**src/design/bsfe_pkg.sv**
```systemverilog
// shared types and constants for the byte stuffed frame encoder
// used by the front, queue, back and top level modules
package bsfe_pkg;

    localparam int unsigned BSFE_QUEUE_DEPTH = 4;

    localparam logic [7:0] FLAG_BYTE = 8'h7E;
    localparam logic [7:0] ESC_BYTE  = 8'h7D;
    localparam logic [7:0] ESC_XOR   = 8'h20;
    localparam logic [7:0] BYTE_MASK = 8'hFF;

    localparam logic CMD_START   = 1'b0;
    localparam logic CMD_PAYLOAD = 1'b1;

    localparam logic [1:0] ERR_NONE    = 2'd0;
    localparam logic [1:0] ERR_OUTSIDE = 2'd1;
    localparam logic [1:0] ERR_ABANDON = 2'd2;

    typedef enum logic [1:0] {
        JOB_START,
        JOB_DATA,
        JOB_BAD
    } job_kind_t;

    // one classified item: data jobs keep their byte in hdr[7:0]
    typedef struct packed {
        job_kind_t   kind;
        logic [1:0]  err;
        logic [31:0] hdr;
        logic        closing;
        logic [15:0] csum;
    } job_t;

endpackage

```
**src/design/bsfe_front.sv**
```systemverilog
// front part: accepts items, keeps frame state and running sum, builds jobs
// depends on bsfe_pkg
module bsfe_front (
    input  logic               clk,
    input  logic               rst_n,
    input  logic               in_valid,
    output logic               in_ready,
    input  logic               cmd,
    input  logic [15:0]        frame_command,
    input  logic [15:0]        payload_length,
    input  logic [7:0]         data_byte,
    output logic               push,
    output bsfe_pkg::job_t     push_job,
    input  logic               queue_full
);
    import bsfe_pkg::*;

    logic        frame_open_reg, frame_open_next;
    logic [15:0] bytes_left_reg, bytes_left_next;
    logic [15:0] sum_reg, sum_next;
    logic        accept;
    logic [15:0] hdr_sum;
    logic [15:0] data_sum;

    assign in_ready = !queue_full;
    assign accept   = in_valid && in_ready;
    assign push     = accept;

    assign hdr_sum  = {8'd0, frame_command[15:8]} + {8'd0, frame_command[7:0]}
                    + {8'd0, payload_length[15:8]} + {8'd0, payload_length[7:0]};
    assign data_sum = sum_reg + {8'd0, data_byte};

    always_comb
    begin
        frame_open_next  = frame_open_reg;
        bytes_left_next  = bytes_left_reg;
        sum_next         = sum_reg;
        push_job.kind    = JOB_BAD;
        push_job.err     = ERR_OUTSIDE;
        push_job.hdr     = {frame_command, payload_length};
        push_job.closing = 1'b0;
        push_job.csum    = hdr_sum;
        if (cmd == CMD_START)
        begin
            push_job.kind    = JOB_START;
            push_job.err     = frame_open_reg ? ERR_ABANDON : ERR_NONE;
            push_job.closing = (payload_length == 16'd0);
            push_job.csum    = hdr_sum;
            if (payload_length == 16'd0)
            begin
                frame_open_next = 1'b0;
                bytes_left_next = 16'd0;
                sum_next        = 16'd0;
            end
            else
            begin
                frame_open_next = 1'b1;
                bytes_left_next = payload_length;
                sum_next        = hdr_sum;
            end
        end
        else if (frame_open_reg)
        begin
            push_job.kind    = JOB_DATA;
            push_job.err     = ERR_NONE;
            push_job.hdr     = {24'd0, data_byte};
            push_job.closing = (bytes_left_reg == 16'd1);
            push_job.csum    = data_sum;
            if (bytes_left_reg == 16'd1)
            begin
                frame_open_next = 1'b0;
                bytes_left_next = 16'd0;
                sum_next        = 16'd0;
            end
            else
            begin
                bytes_left_next = bytes_left_reg - 16'd1;
                sum_next        = data_sum;
            end
        end
    end

    always_ff @(posedge clk or negedge rst_n)
    begin
        if (!rst_n)
        begin
            frame_open_reg <= 1'b0;
            bytes_left_reg <= 16'd0;
            sum_reg        <= 16'd0;
        end
        else if (accept)
        begin
            frame_open_reg <= frame_open_next;
            bytes_left_reg <= bytes_left_next;
            sum_reg        <= sum_next;
        end
    end

endmodule

```
**src/design/bsfe_queue.sv**
```systemverilog
// short job queue between front and back
// depends on bsfe_pkg
module bsfe_queue #(
    parameter int unsigned DEPTH = bsfe_pkg::BSFE_QUEUE_DEPTH
) (
    input  logic           clk,
    input  logic           rst_n,
    input  logic           push,
    input  bsfe_pkg::job_t push_job,
    output logic           full,
    input  logic           pop,
    output logic           head_valid,
    output bsfe_pkg::job_t head_job
);
    import bsfe_pkg::*;

    localparam int unsigned PTR_W = (DEPTH > 1) ? $clog2(DEPTH) : 1;
    localparam int unsigned CNT_W = $clog2(DEPTH + 1);

    job_t             slots_reg [DEPTH];
    logic [PTR_W-1:0] wr_ptr_reg, rd_ptr_reg;
    logic [CNT_W-1:0] count_reg;
    logic             do_push, do_pop;

    assign full       = (count_reg == CNT_W'(DEPTH));
    assign head_valid = (count_reg != '0);
    assign head_job   = slots_reg[rd_ptr_reg];
    assign do_push    = push && !full;
    assign do_pop     = pop && head_valid;

    always_ff @(posedge clk)
    begin
        if (do_push)
        begin
            slots_reg[wr_ptr_reg] <= push_job;
        end
    end

    always_ff @(posedge clk or negedge rst_n)
    begin
        if (!rst_n)
        begin
            wr_ptr_reg <= '0;
            rd_ptr_reg <= '0;
            count_reg  <= '0;
        end
        else
        begin
            if (do_push)
            begin
                wr_ptr_reg <= (wr_ptr_reg == PTR_W'(DEPTH - 1)) ? '0 : wr_ptr_reg + 1'b1;
            end
            if (do_pop)
            begin
                rd_ptr_reg <= (rd_ptr_reg == PTR_W'(DEPTH - 1)) ? '0 : rd_ptr_reg + 1'b1;
            end
            if (do_push && !do_pop)
            begin
                count_reg <= count_reg + 1'b1;
            end
            else if (do_pop && !do_push)
            begin
                count_reg <= count_reg - 1'b1;
            end
        end
    end

endmodule

```
**src/design/bsfe_back.sv**
```systemverilog
// back part: walks each job's line bytes, inserts escapes, drives the output register
// depends on bsfe_pkg
module bsfe_back (
    input  logic           clk,
    input  logic           rst_n,
    input  logic           head_valid,
    input  bsfe_pkg::job_t head_job,
    output logic           pop,
    output logic           out_valid,
    input  logic           out_ready,
    output logic [7:0]     out_byte,
    output logic           last_of_run,
    output logic           frame_end,
    output logic [1:0]     error
);
    import bsfe_pkg::*;

    logic [2:0] idx_reg;
    logic       esc_reg;
    logic       valid_reg;
    logic [7:0] byte_reg;
    logic       last_reg;
    logic       end_reg;
    logic [1:0] err_reg;

    logic [2:0] pos;
    logic [7:0] tok_byte;
    logic       tok_stuff;
    logic       tok_end;
    logic       tok_last;
    logic       load;
    logic       adv;
    logic [7:0] emit_byte;

    // data jobs start at the header's last byte slot
    assign pos  = (head_job.kind == JOB_DATA) ? idx_reg + 3'd4 : idx_reg;
    assign load = head_valid && (!valid_reg || out_ready);

    always_comb
    begin
        tok_byte  = 8'd0;
        tok_stuff = 1'b0;
        tok_end   = 1'b0;
        tok_last  = 1'b1;
        if (head_job.kind != JOB_BAD)
        begin
            tok_last = head_job.closing ? (pos == 3'd7) : (pos == 3'd4);
            case (pos)
                3'd0:
                begin
                    tok_byte = FLAG_BYTE;
                end
                3'd1:
                begin
                    tok_byte  = head_job.hdr[31:24];
                    tok_stuff = 1'b1;
                end
                3'd2:
                begin
                    tok_byte  = head_job.hdr[23:16];
                    tok_stuff = 1'b1;
                end
                3'd3:
                begin
                    tok_byte  = head_job.hdr[15:8];
                    tok_stuff = 1'b1;
                end
                3'd4:
                begin
                    tok_byte  = head_job.hdr[7:0];
                    tok_stuff = 1'b1;
                end
                3'd5:
                begin
                    tok_byte  = head_job.csum[15:8];
                    tok_stuff = 1'b1;
                end
                3'd6:
                begin
                    tok_byte  = head_job.csum[7:0];
                    tok_stuff = 1'b1;
                end
                default:
                begin
                    tok_byte = FLAG_BYTE;
                    tok_end  = 1'b1;
                end
            endcase
        end
    end

    always_comb
    begin
        adv       = 1'b1;
        emit_byte = tok_byte & BYTE_MASK;
        if (esc_reg)
        begin
            emit_byte = tok_byte ^ ESC_XOR;
        end
        else if (tok_stuff && (tok_byte == FLAG_BYTE || tok_byte == ESC_BYTE))
        begin
            emit_byte = ESC_BYTE;
            adv       = 1'b0;
        end
    end

    assign pop = load && adv && tok_last;

    always_ff @(posedge clk or negedge rst_n)
    begin
        if (!rst_n)
        begin
            idx_reg   <= 3'd0;
            esc_reg   <= 1'b0;
            valid_reg <= 1'b0;
        end
        else
        begin
            if (load)
            begin
                valid_reg <= 1'b1;
                if (adv)
                begin
                    esc_reg <= 1'b0;
                    idx_reg <= tok_last ? 3'd0 : idx_reg + 3'd1;
                end
                else
                begin
                    esc_reg <= 1'b1;
                end
            end
            else if (out_ready)
            begin
                valid_reg <= 1'b0;
            end
        end
    end

    always_ff @(posedge clk)
    begin
        if (load)
        begin
            byte_reg <= emit_byte;
            last_reg <= adv && tok_last;
            end_reg  <= adv && tok_end;
            err_reg  <= head_job.err;
        end
    end

    assign out_valid   = valid_reg;
    assign out_byte    = byte_reg;
    assign last_of_run = last_reg;
    assign frame_end   = end_reg;
    assign error       = err_reg;

endmodule

```
**src/design/byte_stuffed_frame_encoder.sv**
```systemverilog
// byte stuffed frame encoder with 16-bit additive checksum
// an item's first line byte passes a queue slot, then the output register
// throughput: one line byte per cycle from the back sequencer while m_axis_tready is
// high; escapes add bytes, and a closing item adds the checksum and end flag
// reset: asynchronous active-low rst_n clears frame state, queue and output valid
// depends on bsfe_pkg, bsfe_front, bsfe_queue, bsfe_back
module byte_stuffed_frame_encoder #(
    parameter int unsigned QUEUE_DEPTH = bsfe_pkg::BSFE_QUEUE_DEPTH
) (
    input  logic        clk,
    input  logic        rst_n,
    input  logic        s_axis_tvalid,
    output logic        s_axis_tready,
    // [15:0] frame_command, [31:16] payload_length, [39:32] data_byte
    input  logic [39:0] s_axis_tdata,
    // [0] cmd
    input  logic        s_axis_tuser,
    output logic        m_axis_tvalid,
    input  logic        m_axis_tready,
    // [7:0] out_byte
    output logic [7:0]  m_axis_tdata,
    output logic        m_axis_tlast,
    // [0] frame_end, [2:1] error
    output logic [2:0]  m_axis_tuser
);
    import bsfe_pkg::*;

    logic push;
    job_t push_job;
    logic queue_full;
    logic pop;
    logic head_valid;
    job_t head_job;
    logic frame_end;
    logic [1:0] error;

    bsfe_front u_front (
        .clk            (clk),
        .rst_n          (rst_n),
        .in_valid       (s_axis_tvalid),
        .in_ready       (s_axis_tready),
        .cmd            (s_axis_tuser),
        .frame_command  (s_axis_tdata[15:0]),
        .payload_length (s_axis_tdata[31:16]),
        .data_byte      (s_axis_tdata[39:32]),
        .push           (push),
        .push_job       (push_job),
        .queue_full     (queue_full)
    );

    bsfe_queue #(
        .DEPTH (QUEUE_DEPTH)
    ) u_queue (
        .clk        (clk),
        .rst_n      (rst_n),
        .push       (push),
        .push_job   (push_job),
        .full       (queue_full),
        .pop        (pop),
        .head_valid (head_valid),
        .head_job   (head_job)
    );

    bsfe_back u_back (
        .clk         (clk),
        .rst_n       (rst_n),
        .head_valid  (head_valid),
        .head_job    (head_job),
        .pop         (pop),
        .out_valid   (m_axis_tvalid),
        .out_ready   (m_axis_tready),
        .out_byte    (m_axis_tdata),
        .last_of_run (m_axis_tlast),
        .frame_end   (frame_end),
        .error       (error)
    );

    assign m_axis_tuser = {error, frame_end};

endmodule
```
**config.mk**
```make
export PLATFORM = sky130hd
export DESIGN_NAME = byte_stuffed_frame_encoder
export DESIGN_NICKNAME = d
export VERILOG_FILES = /design/src/design/bsfe_pkg.sv /design/src/design/bsfe_front.sv /design/src/design/bsfe_queue.sv /design/src/design/bsfe_back.sv /design/src/design/byte_stuffed_frame_encoder.sv
export SDC_FILE = /design/constraint.sdc
export NUM_CORES = 1
export LEC_CHECK = 0
export BUFFER_PORTS_ARGS = -buffer_cell sky130_fd_sc_hd__buf_2
export CORE_ASPECT_RATIO = 0.7
export CORE_MARGIN = 2
export CORE_UTILIZATION = 40
export CTS_CLUSTER_DIAMETER = 200
export DETAILED_ROUTE_END_ITERATION = 8
export GPL_TIMING_DRIVEN = 0
export PLACE_DENSITY = 0.64
export REMOVE_ABC_BUFFERS = 1
export SYNTH_ARGS = -nofsm -noshare
export SYNTH_HDL_FRONTEND = slang
export SYNTH_HIERARCHICAL = 1
export SYNTH_SLANG_ARGS = --single-unit
```
**constraint.sdc**
```tcl
create_clock -name clk -period 8 [get_ports clk]
set_input_delay 0.8 -clock clk [delete_from_list [all_inputs] [get_ports clk]]
set_output_delay 0.8 -clock clk [all_outputs]
set_load 0.01 [all_outputs]
```
==> run metrics, run 1 <==
Post-Synth Adder-Cell Area 0.0551; Top delay family on crit path multiplexers; skew final 0.0283 ns; Hold Violations, Final 0; post-CTS setup buffer count 0; setup TNS 0 ns; post-synthesis mux area share 0.108; # Max-Cap Violations 0; initial core utilization 0.406; max_slew headroom 0.100; final setup violation count 0; maximum VDD drop 0.210 mV; Post-synth top cells edfxtp_1 (224), nor2_1 (62), inv_1 (61); worst-path cell chain mux4_1, nand2b_4, xnor2_4, mux2_2, a2bb2oi_2, xnor2_2, nor2_4, nor3_1, nand2_4, ha_1, inv_1, fa_1, mux2_2; synth warn 6; CTS-repair resized insts 0; largest family of logic cells by synthesized area multiplexers; fmax 215 MHz; ANT nets after route 0; WL per Instance 22.3 µm; CP Capture Type flip-flop; RSZ-0062 raised after global routing false; Area contributors post-synth edfxtp_1 (51%), dfrtp_1 (8.6%), mux4_2 (8.2%); Ports 59; critical path arrival 5.10 ns; most numerous cell in the Yosys netlist edfxtp_1; Async SR Flop Fraction 0.167; largest area contributor in the netlist edfxtp_1; Startpoint Class flip-flop; status finished clean; Total GRT Usage 0.189; Core Area 32300 µm²; chip height around 160 µm; Post-Syn Instances 915; Critical-path top delay cell dfrtp_4; Cell variety after synth 87; sequential-to-total area share from yosys stat 0.599; Chip Width 220 µm; share of the synthesized area in the top cell type 0.513; clock latency on the worst-skew pair 0.56 ns; xor/xnor share of the synthesized area 0.0168; row count 55; Tcrit/Tclk final 0.582; Worst-Margin Slew around 1.4 ns; crit-path max FO 23; Worst Hold Class in -> async; Critical Path RT around 8.5 ns; synthesized area per cell ~14 µm²; Clock transition at path regs about 0.07 ns; dpl hpwl approximately 21 mm; number of global-route vias before repair 7691; # DRC 0; largest net degree at the start of global routing 54; RD Place Congestion around 0.85; Synth Area in Simple Gates 0.0875; clock root buffer clkbuf_16; Compound-Gate Fraction of Synth Area 0.0936; die area between 30000 and 40000 µm²; antenna violations before repair 1; clock sink count 269; TritonCTS clock tree done; first-pass GRT wire length 48.3 mm; Post-synth EDFFs 224; Pre-antenna DRT Iters 5; TritonCTS Buffers 26; CP Buf/Inv Count 1; grt ovf 0; CTS max path bufs 3; PwrDens 399 nW/µm²; NumNets Final between 1000 and 1500; mapped cell area 13100 µm²; Synth Register Bits between 200 and 300; Setup CP Type reg -> reg; share of cells above drive strength 1 0.200; Slew Limit Fails 0; fillcell total 2837; minimum clock period 4.66 ns; leakage 5.29 nW; diode count 0; H-tree depth 1; max reg flops 212; cell repeated most along the worst path mux2_2; Synth Flop Type edfxtp_1; max incr delay on CP 0.75 ns; Total Power 0.00585 W; hold_buf cts 0; Iter 0 DRT Violations 724; synthesis-to-finish area growth 11.8%; Routed Wire Length roughly 31 mm; port bufs 58; Vias/cell 5.70; Vias 8048
## area by class of cell
type / count / area [µm²] / area share
sequential: 269 / 7860 / 0.536
tap: 427 / 534 / 0.0364
clock inverter: 20 / 246 / 0.0168
inverter: 63 / 236 / 0.0161
multi-input combinational: 542 / 4750 / 0.324
timing repair buffer: 62 / 373 / 0.0254
clock buffer: 28 / 668 / 0.0456
## through the flow
| stage | area (µm²) | utilization | std cells | worst slack (ns) | hold WS [ns] |
|---|---|---|---|---|---|
| global route | 14700 | 0.454 | 1411 | 3.04 | 0.521 |
| floorplan | 12800 | - | 874 | 2.31 | 0.454 |
| CTS | 14700 | 0.454 | 1411 | 3.29 | 0.501 |
| detailed placement | 13700 | 0.426 | 1363 | 3.30 | 0.487 |
| finish | 14700 | 0.454 | 1411 | 3.34 | 0.499 |
| global placement | 13600 | 0.423 | 1359 | 1.03 | 0.476 |
## logic make-up after synthesis
group	Yosys count
compound gates	179
xor+xnor	20
fa+ha+maj	47
buf+inv	104
flops	269
mux	72
simple gates	224
## placed cells by master (no fill, tap or decap), drive strengths merged, types with 8 or more instances in the layout
| master | instances |
|---|---|
| a21oi | 24 |
| a222oi | 8 |
| a22oi | 8 |
| buf | 62 |
| clkbuf | 28 |
| clkinv | 12 |
| dfrtp | 45 |
| edfxtp | 224 |
| fa | 18 |
| ha | 29 |
| inv | 65 |
| mux2 | 8 |
| mux2i | 11 |
| mux4 | 53 |
| nand2 | 61 |
| nand3 | 15 |
| nor2 | 64 |
| nor3 | 16 |
| nor4 | 10 |
| o211ai | 12 |
| o21a | 8 |
| o21ai | 55 |
| o22ai | 9 |
| or3 | 13 |
| or4 | 8 |
| xnor2 | 15 |
## power breakdown
| part | switching (W) | internal [W] |
|---|---|---|
| registers | 0.000219 | 0.00203 |
| clock network | 0.000547 | 0.000770 |
| logic | 0.00135 | 0.000936 |
| total | 0.00211 | 0.00374 |
## metal layers
layer  vias to the layer above  global-route usage  wire, µm
li1                       3634                   -         -
met1                      4054               0.297     14900
met2                       320               0.266     13400
met3                        40              0.0418      2650
met4                         0              0.0380       551
met5                         -                   0         0
## worst paths after layout
check,startpoint,slack [ns],end,depth (start not counted)
worst max-delay path,u_queue/rd_ptr_reg[0],3.34,u_queue/count_reg[1],13
worst min-delay path,rst_n,0.50,u_front/bytes_left_reg[6],1
worst max register to register,u_queue/rd_ptr_reg[0],3.34,u_queue/count_reg[1],13
worst min register to register,u_queue/count_reg[2],0.50,u_queue/count_reg[2],1
max in group asynchronous,rst_n,6.63,u_queue/rd_ptr_reg[0],1
min in group clk,u_queue/count_reg[2],0.50,u_queue/count_reg[2],1
(Power assumes the default switching activity.)
==> run 2, diff against run 1 <==
ABC_AREA = 1   (was default)
PLACE_DENSITY = 0.66   (was 0.64)
clock period = 3.8 ns   (was 8 ns; I/O delays follow)
==> run 2 against run 1 <==
Net effect: register-to-register slack worse by 3.1 ns; cell count is 43% higher; clock power up 97%; sequential power grew 100%; synthesized cell count grew 60%; flip-flop and latch count unchanged.
==> run metrics, run 2 <==
Post-Syn Instances 1460 (+60%); final setup violation count 0 (unchanged); initial core utilization 0.408 (+0.00188); crit-path max FO 7 (-70%); Iter 0 DRT Violations 1016 (+40%); Pre-antenna DRT Iters 7 (+2); dpl hpwl 24.2 mm (+16%); Async SR Flop Fraction 0.167 (unchanged); CP endpoint u_queue/count_reg[2]; port bufs 58 (unchanged); clock root buffer clkbuf_16; synthesized area per cell 9.75 µm² (-32%); GRT busiest layer met1; grt met2 use 0.283 (+0.0166); post-route core utilization 0.466 (+0.0113); Worst Hold Class in -> async; most numerous cell in the Yosys netlist nand2_1; minimum clock period 3.53 ns (-1.13 ns); max reg flops 212 (unchanged); max_slew headroom 0.205 (+0.105); Slew Limit Fails 0 (unchanged); most used cells in the layout excluding fill and tap cells nand2_1 (416), edfxtp_1 (224), inv_1 (222); Crit Reg-Reg Endpoint u_queue/count_reg[2]; Synth Flop Type edfxtp_1; max incr delay on CP 0.52 ns (-0.23 ns); grt ovf 0 (unchanged); RD Place Congestion 0.865 (+2.1%); critical path depth 26 (+13); Chip Width 230 µm (+4.1%); most common cell after layout, fill and taps aside nand2_1; Total GRT Usage 0.199 (+0.0101); maximum VDD drop 0.423 mV (+100%); row count 57 (+3.6%); cell repeated most along the worst path nand2_1; WL per Instance 18.3 µm (-18%); Total Power 0.0132 W (+130%); # Max-Cap Violations 0 (unchanged); Vias/cell 5.19 (-9.0%); chip height 162 µm (+4.1%); TritonCTS clock tree done; number of global-route vias before repair 9856 (+28%); share of the synthesized area in the top cell type 0.472 (-0.0404); CP Buf/Inv Count 5 (+4); DP Worst Slack -1.78 ns (-5.07 ns); largest net degree at the start of global routing 57 (+5.6%); H-tree depth 1 (unchanged); Clock transition at path regs 0.07 ns (about the same); Top delay family on crit path simple AND/OR/NAND/NOR gates; mapped cell area 14200 µm² (+8.6%); sequential-to-total area share from yosys stat 0.551 (-0.0472); R2R cell count 26 (+13); Critical Path RT 4.25 ns (-4.20 ns); crit path from u_queue/rd_ptr_reg[0]; Routed Wire Length 36.8 mm (+17%); status finished clean; Synth Register Bits 269 (unchanged); Crit Reg-Reg Startpoint u_queue/rd_ptr_reg[0]; critical path arrival 3.98 ns (-1.12 ns); synth warn 6 (unchanged); clock latency on the worst-skew pair 0.56 ns (about the same); Tcrit/Tclk final 0.928 (+0.346); setup ws final 0.273 ns (-3.07 ns); Area contributors post-synth edfxtp_1 (47%), nand2_1 (11%), dfrtp_1 (7.9%); antenna violations before repair 0 (-1); FF-to-FF setup slack 0.27 ns (-3.07 ns); Ports 59 (unchanged); Setup CP Type reg -> reg; die area 37100 µm² (+8.4%); diode count 0 (unchanged); share of cells above drive strength 1 0.150 (-0.0502); synthesis-to-finish area growth 14.0%; Post-synth top cells nand2_1 (420), edfxtp_1 (224), inv_1 (223); leakage 6.99 nW (+32%); fmax 284 MHz (+32%); Core Area 34900 µm² (+8.1%); largest area contributor in the netlist edfxtp_1; Hold Violations, Final 0 (unchanged); Worst-Margin Slew 1.19 ns (-0.158 ns); met3 Use GR 0.0585 (+0.0166); met1 Resource Use GR 0.301 (+0.00371); ANT nets after route 0 (unchanged); clock sink count 269 (unchanged); CP Capture Type flip-flop; Vias 10400 (+30%); Critical-path top delay cell dfrtp_4; fillcell total 3239 (+14%); skew final 0.0197 ns (-0.00856 ns); first-pass GRT wire length 56.9 mm (+18%); PwrDens 815 nW/µm² (+100%); Cell variety after synth 41 (-53%); # DRC 0 (unchanged); Post-synth EDFFs 224 (unchanged); Startpoint Class flip-flop; TritonCTS Buffers 26 (unchanged); NumNets Final 1613 (+53%); CTS max path bufs 3 (unchanged)
==> run 2: worst min-delay path by stage <==
stage / startpoint / endpoint / slack (ns) / depth (start not counted)
finish: rst_n / u_front/sum_reg[8] / 0.07 / 1
global route: m_axis_tready / u_back/out_valid / 0.09 / 4
CTS: m_axis_tready / u_back/out_valid / 0.06 / 4
detailed placement: u_front/sum_reg[7] / u_front/sum_reg[7] / 0.47 / 2
global placement: u_front/sum_reg[7] / u_front/sum_reg[7] / 0.47 / 2
floorplan: rst_n / u_back/esc_reg / 0.08 / 0
==> run 2: per-layer routing <==
layer  wire [µm]  vias up
li1            -     4939
met1       17100     5056
met2       15300      403
met3        3810       43
met4         582        0
met5           0        -
==> run 2: timing repair <==
action | in CTS | in global routing
hold endpoints to repair | 0 | 0
gates cloned | 4 | 0
hold buffers | 0 | 0
resized for setup | 11 | 19
endpoints found under the setup margin | 19 | 2
pin swaps | 4 | 5
setup buffers | 11 | 8
==> run 2: logic make-up (layout without fill, tap and decap cells) <==
| kind of cell | Yosys count | in the layout | share of synthesized area |
|---|---|---|---|
| AO/OA/AOI/OAI | 189 | 189 | 0.107 |
| XOR/XNOR | 16 | 16 | 0.00984 |
| adder cells (fa/ha/maj) | 47 | 47 | 0.0508 |
| buffers and inverters | 286 | 365 | 0.0911 |
| flip-flops | 269 | 269 | 0.551 |
| AND/OR/NAND/NOR | 653 | 654 | 0.190 |
==> run 2: cell type report <==
type	instances	area [µm²]	share of cell area
Timing Repair inverter	1	16.3	0.00100
Sequential cell	269	7860	0.484
Inverter	226	877	0.0540
Clock inverter	15	164	0.0101
Tap cell	472	591	0.0364
Clock buffer	32	673	0.0415
Timing Repair Buffer	91	827	0.0509
Multi-Input combinational cell	906	5230	0.322
==> run 2: power breakdown <==
group	switching (W)	total, W	internal [W]
clock	0.00113	0.00260	0.00147
combinational	0.00402	0.00605	0.00203
sequential	0.000353	0.00458	0.00423
total	0.00550	0.0132	0.00772
==> run 2: metrics by stage <==
step / area (µm²) / TNS (ns) / hold WS (ns) / cells
2_1_floorplan: 13800 / -53.61 / 0.0844 / 1400
3_3_place_gp: 14700 / -582.92 / 0.470 / 1930
3_5_place_dp: 15000 / -13.39 / 0.473 / 1942
4_1_cts: 16100 / 0 / 0.0647 / 2004
5_1_grt: 16200 / -0.0411 / 0.0945 / 2012
6_report: 16200 / 0 / 0.0746 / 2012
==> run 3, diff against run 2 <==
BUFFER_PORTS_ARGS = default   (was -buffer_cell sky130_fd_sc_hd__buf_2)
DONT_BUFFER_PORTS = 1   (was default)
PLACE_DENSITY = 0.53   (was 0.66)
RECOVER_POWER = 100   (was default)
==> run 3 against run 2 <==
Net effect: the flow now finishes with violations (max-capacitance violations, max-slew violations); via count fell by 4.4%; register-to-register slack got worse by 0.06 ns; sequential share of layout area rose by 0.84 points; final area fell by 1.7%; total power rose by 0.12%; clock skew fell by 0.0064 ns; count of clock-buffer cells in the layout rose by 13; worst setup slack got worse by 0.059 ns; sequential power rose by 1%; critical path depth fell by 16; first-iteration DRC count fell by 11%.
==> run metrics, run 3 (synthesized netlist as in run 2, its figures left out) <==
Worst-Margin Slew 2.58 ns (+1.39 ns); Routed Wire Length 38.5 mm (+4.7%); CTS max path bufs 3 (unchanged); fillcell total 3296 (+1.8%); FF-to-FF setup slack 0.21 ns (-0.06 ns); fmax 279 MHz (-1.6%); placed instance count 1885 (-2.9%); Slew Limit Fails 46 (+46); initial core utilization 0.408 (unchanged); setup ws final 0.214 ns (-0.0589 ns); Iter 0 DRT Violations 901 (-11%); Ports 59 (unchanged); maximum VDD drop 0.369 mV (-13%); crit-path max FO 21 (+14); dpl hpwl 24.9 mm (+3.0%); # Max-Cap Violations 1 (+1); hold worst-path end u_front/bytes_left_reg[15]; port bufs 0 (-100%); die area 37100 µm² (unchanged); Clock transition at path regs 0.07 ns (about the same); grt ovf 0 (unchanged); Setup CP Type reg -> reg; Vias 9985 (-4.4%); synthesis-to-finish area growth 12.1%; number of global-route vias before repair 9182 (-6.8%); failing checks max-capacitance violations, max-slew violations; final setup violation count 0 (unchanged); Hold Violations, Final 0 (unchanged); R2R cell count 10 (-62%); minimum clock period 3.59 ns (+0.0589 ns); largest net degree at the start of global routing 57 (unchanged); most common cell after layout, fill and taps aside nand2_1; multi-input logic area 5210 µm² (-0.41%); Tcrit/Tclk final 0.944 (+0.0155); Core Area 34900 µm² (unchanged); status complete, but fails checks; Total GRT Usage 0.203 (+0.00393); clock latency on the worst-skew pair 0.58 ns (+0.02 ns); Crit Reg-Reg Startpoint u_queue/count_reg[0]; max_slew headroom -0.723 (-0.928); most used cells in the layout excluding fill and tap cells nand2_1 (411), edfxtp_1 (224), inv_1 (222); Sequential Area 7860 µm² (unchanged); setup TNS 0 ns (unchanged); first-pass GRT wire length 56.9 mm (about the same); share of cells above drive strength 1 0.117 (-0.0326); CP Capture Type flip-flop; leakage 6.79 nW (-2.9%); # DRC 0 (unchanged); TritonCTS clock tree done; ANT nets after route 0 (unchanged); NumNets Final 1562 (-3.2%); Pre-antenna DRT Iters 5 (-2); Startpoint Class flip-flop; RSZ-0062 raised after global routing false; H-tree depth 1 (unchanged); Layout Cells excl Fill 1963 (-2.4%); Chip Width 230 µm (unchanged); max reg flops 212 (unchanged); clock sink count 269 (unchanged); Critical Path RT 4.06 ns (-0.19 ns); diode count 0 (unchanged); antenna violations before repair 2 (+2); hold path depth 2; PwrDens 830 nW/µm² (+1.8%); chip height 162 µm (unchanged); hold_ws 0.0233 ns (-0.0513 ns); Vias/cell 5.09 (-2.0%); row count 57 (unchanged); RD Place Congestion 0.867 (+0.23%); worst hold path startpoint s_axis_tdata[31]; Crit Reg-Reg Endpoint u_queue/slots_reg[0][31]; DP Worst Slack -1.96 ns (-0.183 ns); critical path arrival 3.85 ns (-0.13 ns); TritonCTS Buffers 28 (+7.7%); WL per Instance 19.6 µm (+7.3%); clock root buffer clkbuf_16; skew final 0.0133 ns (-0.00639 ns); Worst Hold Class in -> reg
run 3: cell count changes in the layout (fill, tap and decap cells not counted), sizes merged:
cell	previous run	this run
clkdlybuf4s25	0	1
dlygate4sd3	0	3
clkinv	13	5
nand2	427	428
buf	89	23
bufinv	3	2
clkbuf	33	53
bufbuf	1	2
run 3: cell type report:
cell class	count	area share
repair inverters	1	0.000705
multi-input cells	907	0.326
clock inverters	6	0.00651
inverters	226	0.0549
flip-flops and latches	269	0.492
clock buffers	45	0.0498
well taps	472	0.0370
repair buffers	37	0.0324
run 3: through the flow:
stage / total power [W] / area (µm²) / utilization
2_1_floorplan: 0.00831 / 13800 / -
3_3_place_gp: 0.00951 / 14400 / 0.412
3_5_place_dp: 0.00997 / 14800 / 0.423
4_1_cts: 0.0131 / 15900 / 0.457
5_1_grt: 0.0142 / 16000 / 0.458
6_report: 0.0132 / 16000 / 0.458
run 3: metal layers:
layer | global-route usage | wire, µm
met5 | 0 | 23
met4 | 0.0384 | 616
met3 | 0.0362 | 2760
met2 | 0.294 | 16200
met1 | 0.317 | 18900
run 3: worst max path at each step:
stage                     cells past startpoint             startpoint  slack, ns                       end
after floorplan                              23  u_queue/rd_ptr_reg[0]      -3.59      u_queue/count_reg[2]
after global placement                       23  u_queue/rd_ptr_reg[0]      -6.40      u_queue/count_reg[2]
after detailed placement                     23  u_queue/rd_ptr_reg[1]      -1.96      u_queue/count_reg[2]
after CTS                                    23  u_queue/rd_ptr_reg[0]       0.03      u_queue/count_reg[1]
after global routing                         24  u_queue/rd_ptr_reg[0]      0.004      u_queue/count_reg[2]
final                                        10   u_queue/count_reg[0]       0.21  u_queue/slots_reg[0][31]
run 3: power breakdown:
part | total, W | internal (W) | leakage (nW) | switching, W
Combinational | 0.00589 | 0.00198 | 3.72 | 0.00391
Clock | 0.00272 | 0.00157 | 0.432 | 0.00116
Sequential | 0.00463 | 0.00424 | 2.64 | 0.000390
Total | 0.0132 | 0.00778 | 6.79 | 0.00546
run 3: worst max-delay path, stage by stage, from the launching register on:
cell	delay (ns)
dfrtp_1	0.42
inv_1	0.08
nand3_1	0.17
inv_1	0.06
inv_1	0.11
nand2_1	0.25
inv_1	0.18
nand2_1	0.21
nor2_2	0.82
clkbuf_2	0.65
buf_8	0.30
run 3: what timing repair did:
item	CTS	global route
pin swaps	6	12
setup endpoints to repair	19	2
resized for setup	15	19
hold endpoints to repair	48	0
hold buffers	4	0
gates cloned	3	4
setup buffers	9	7
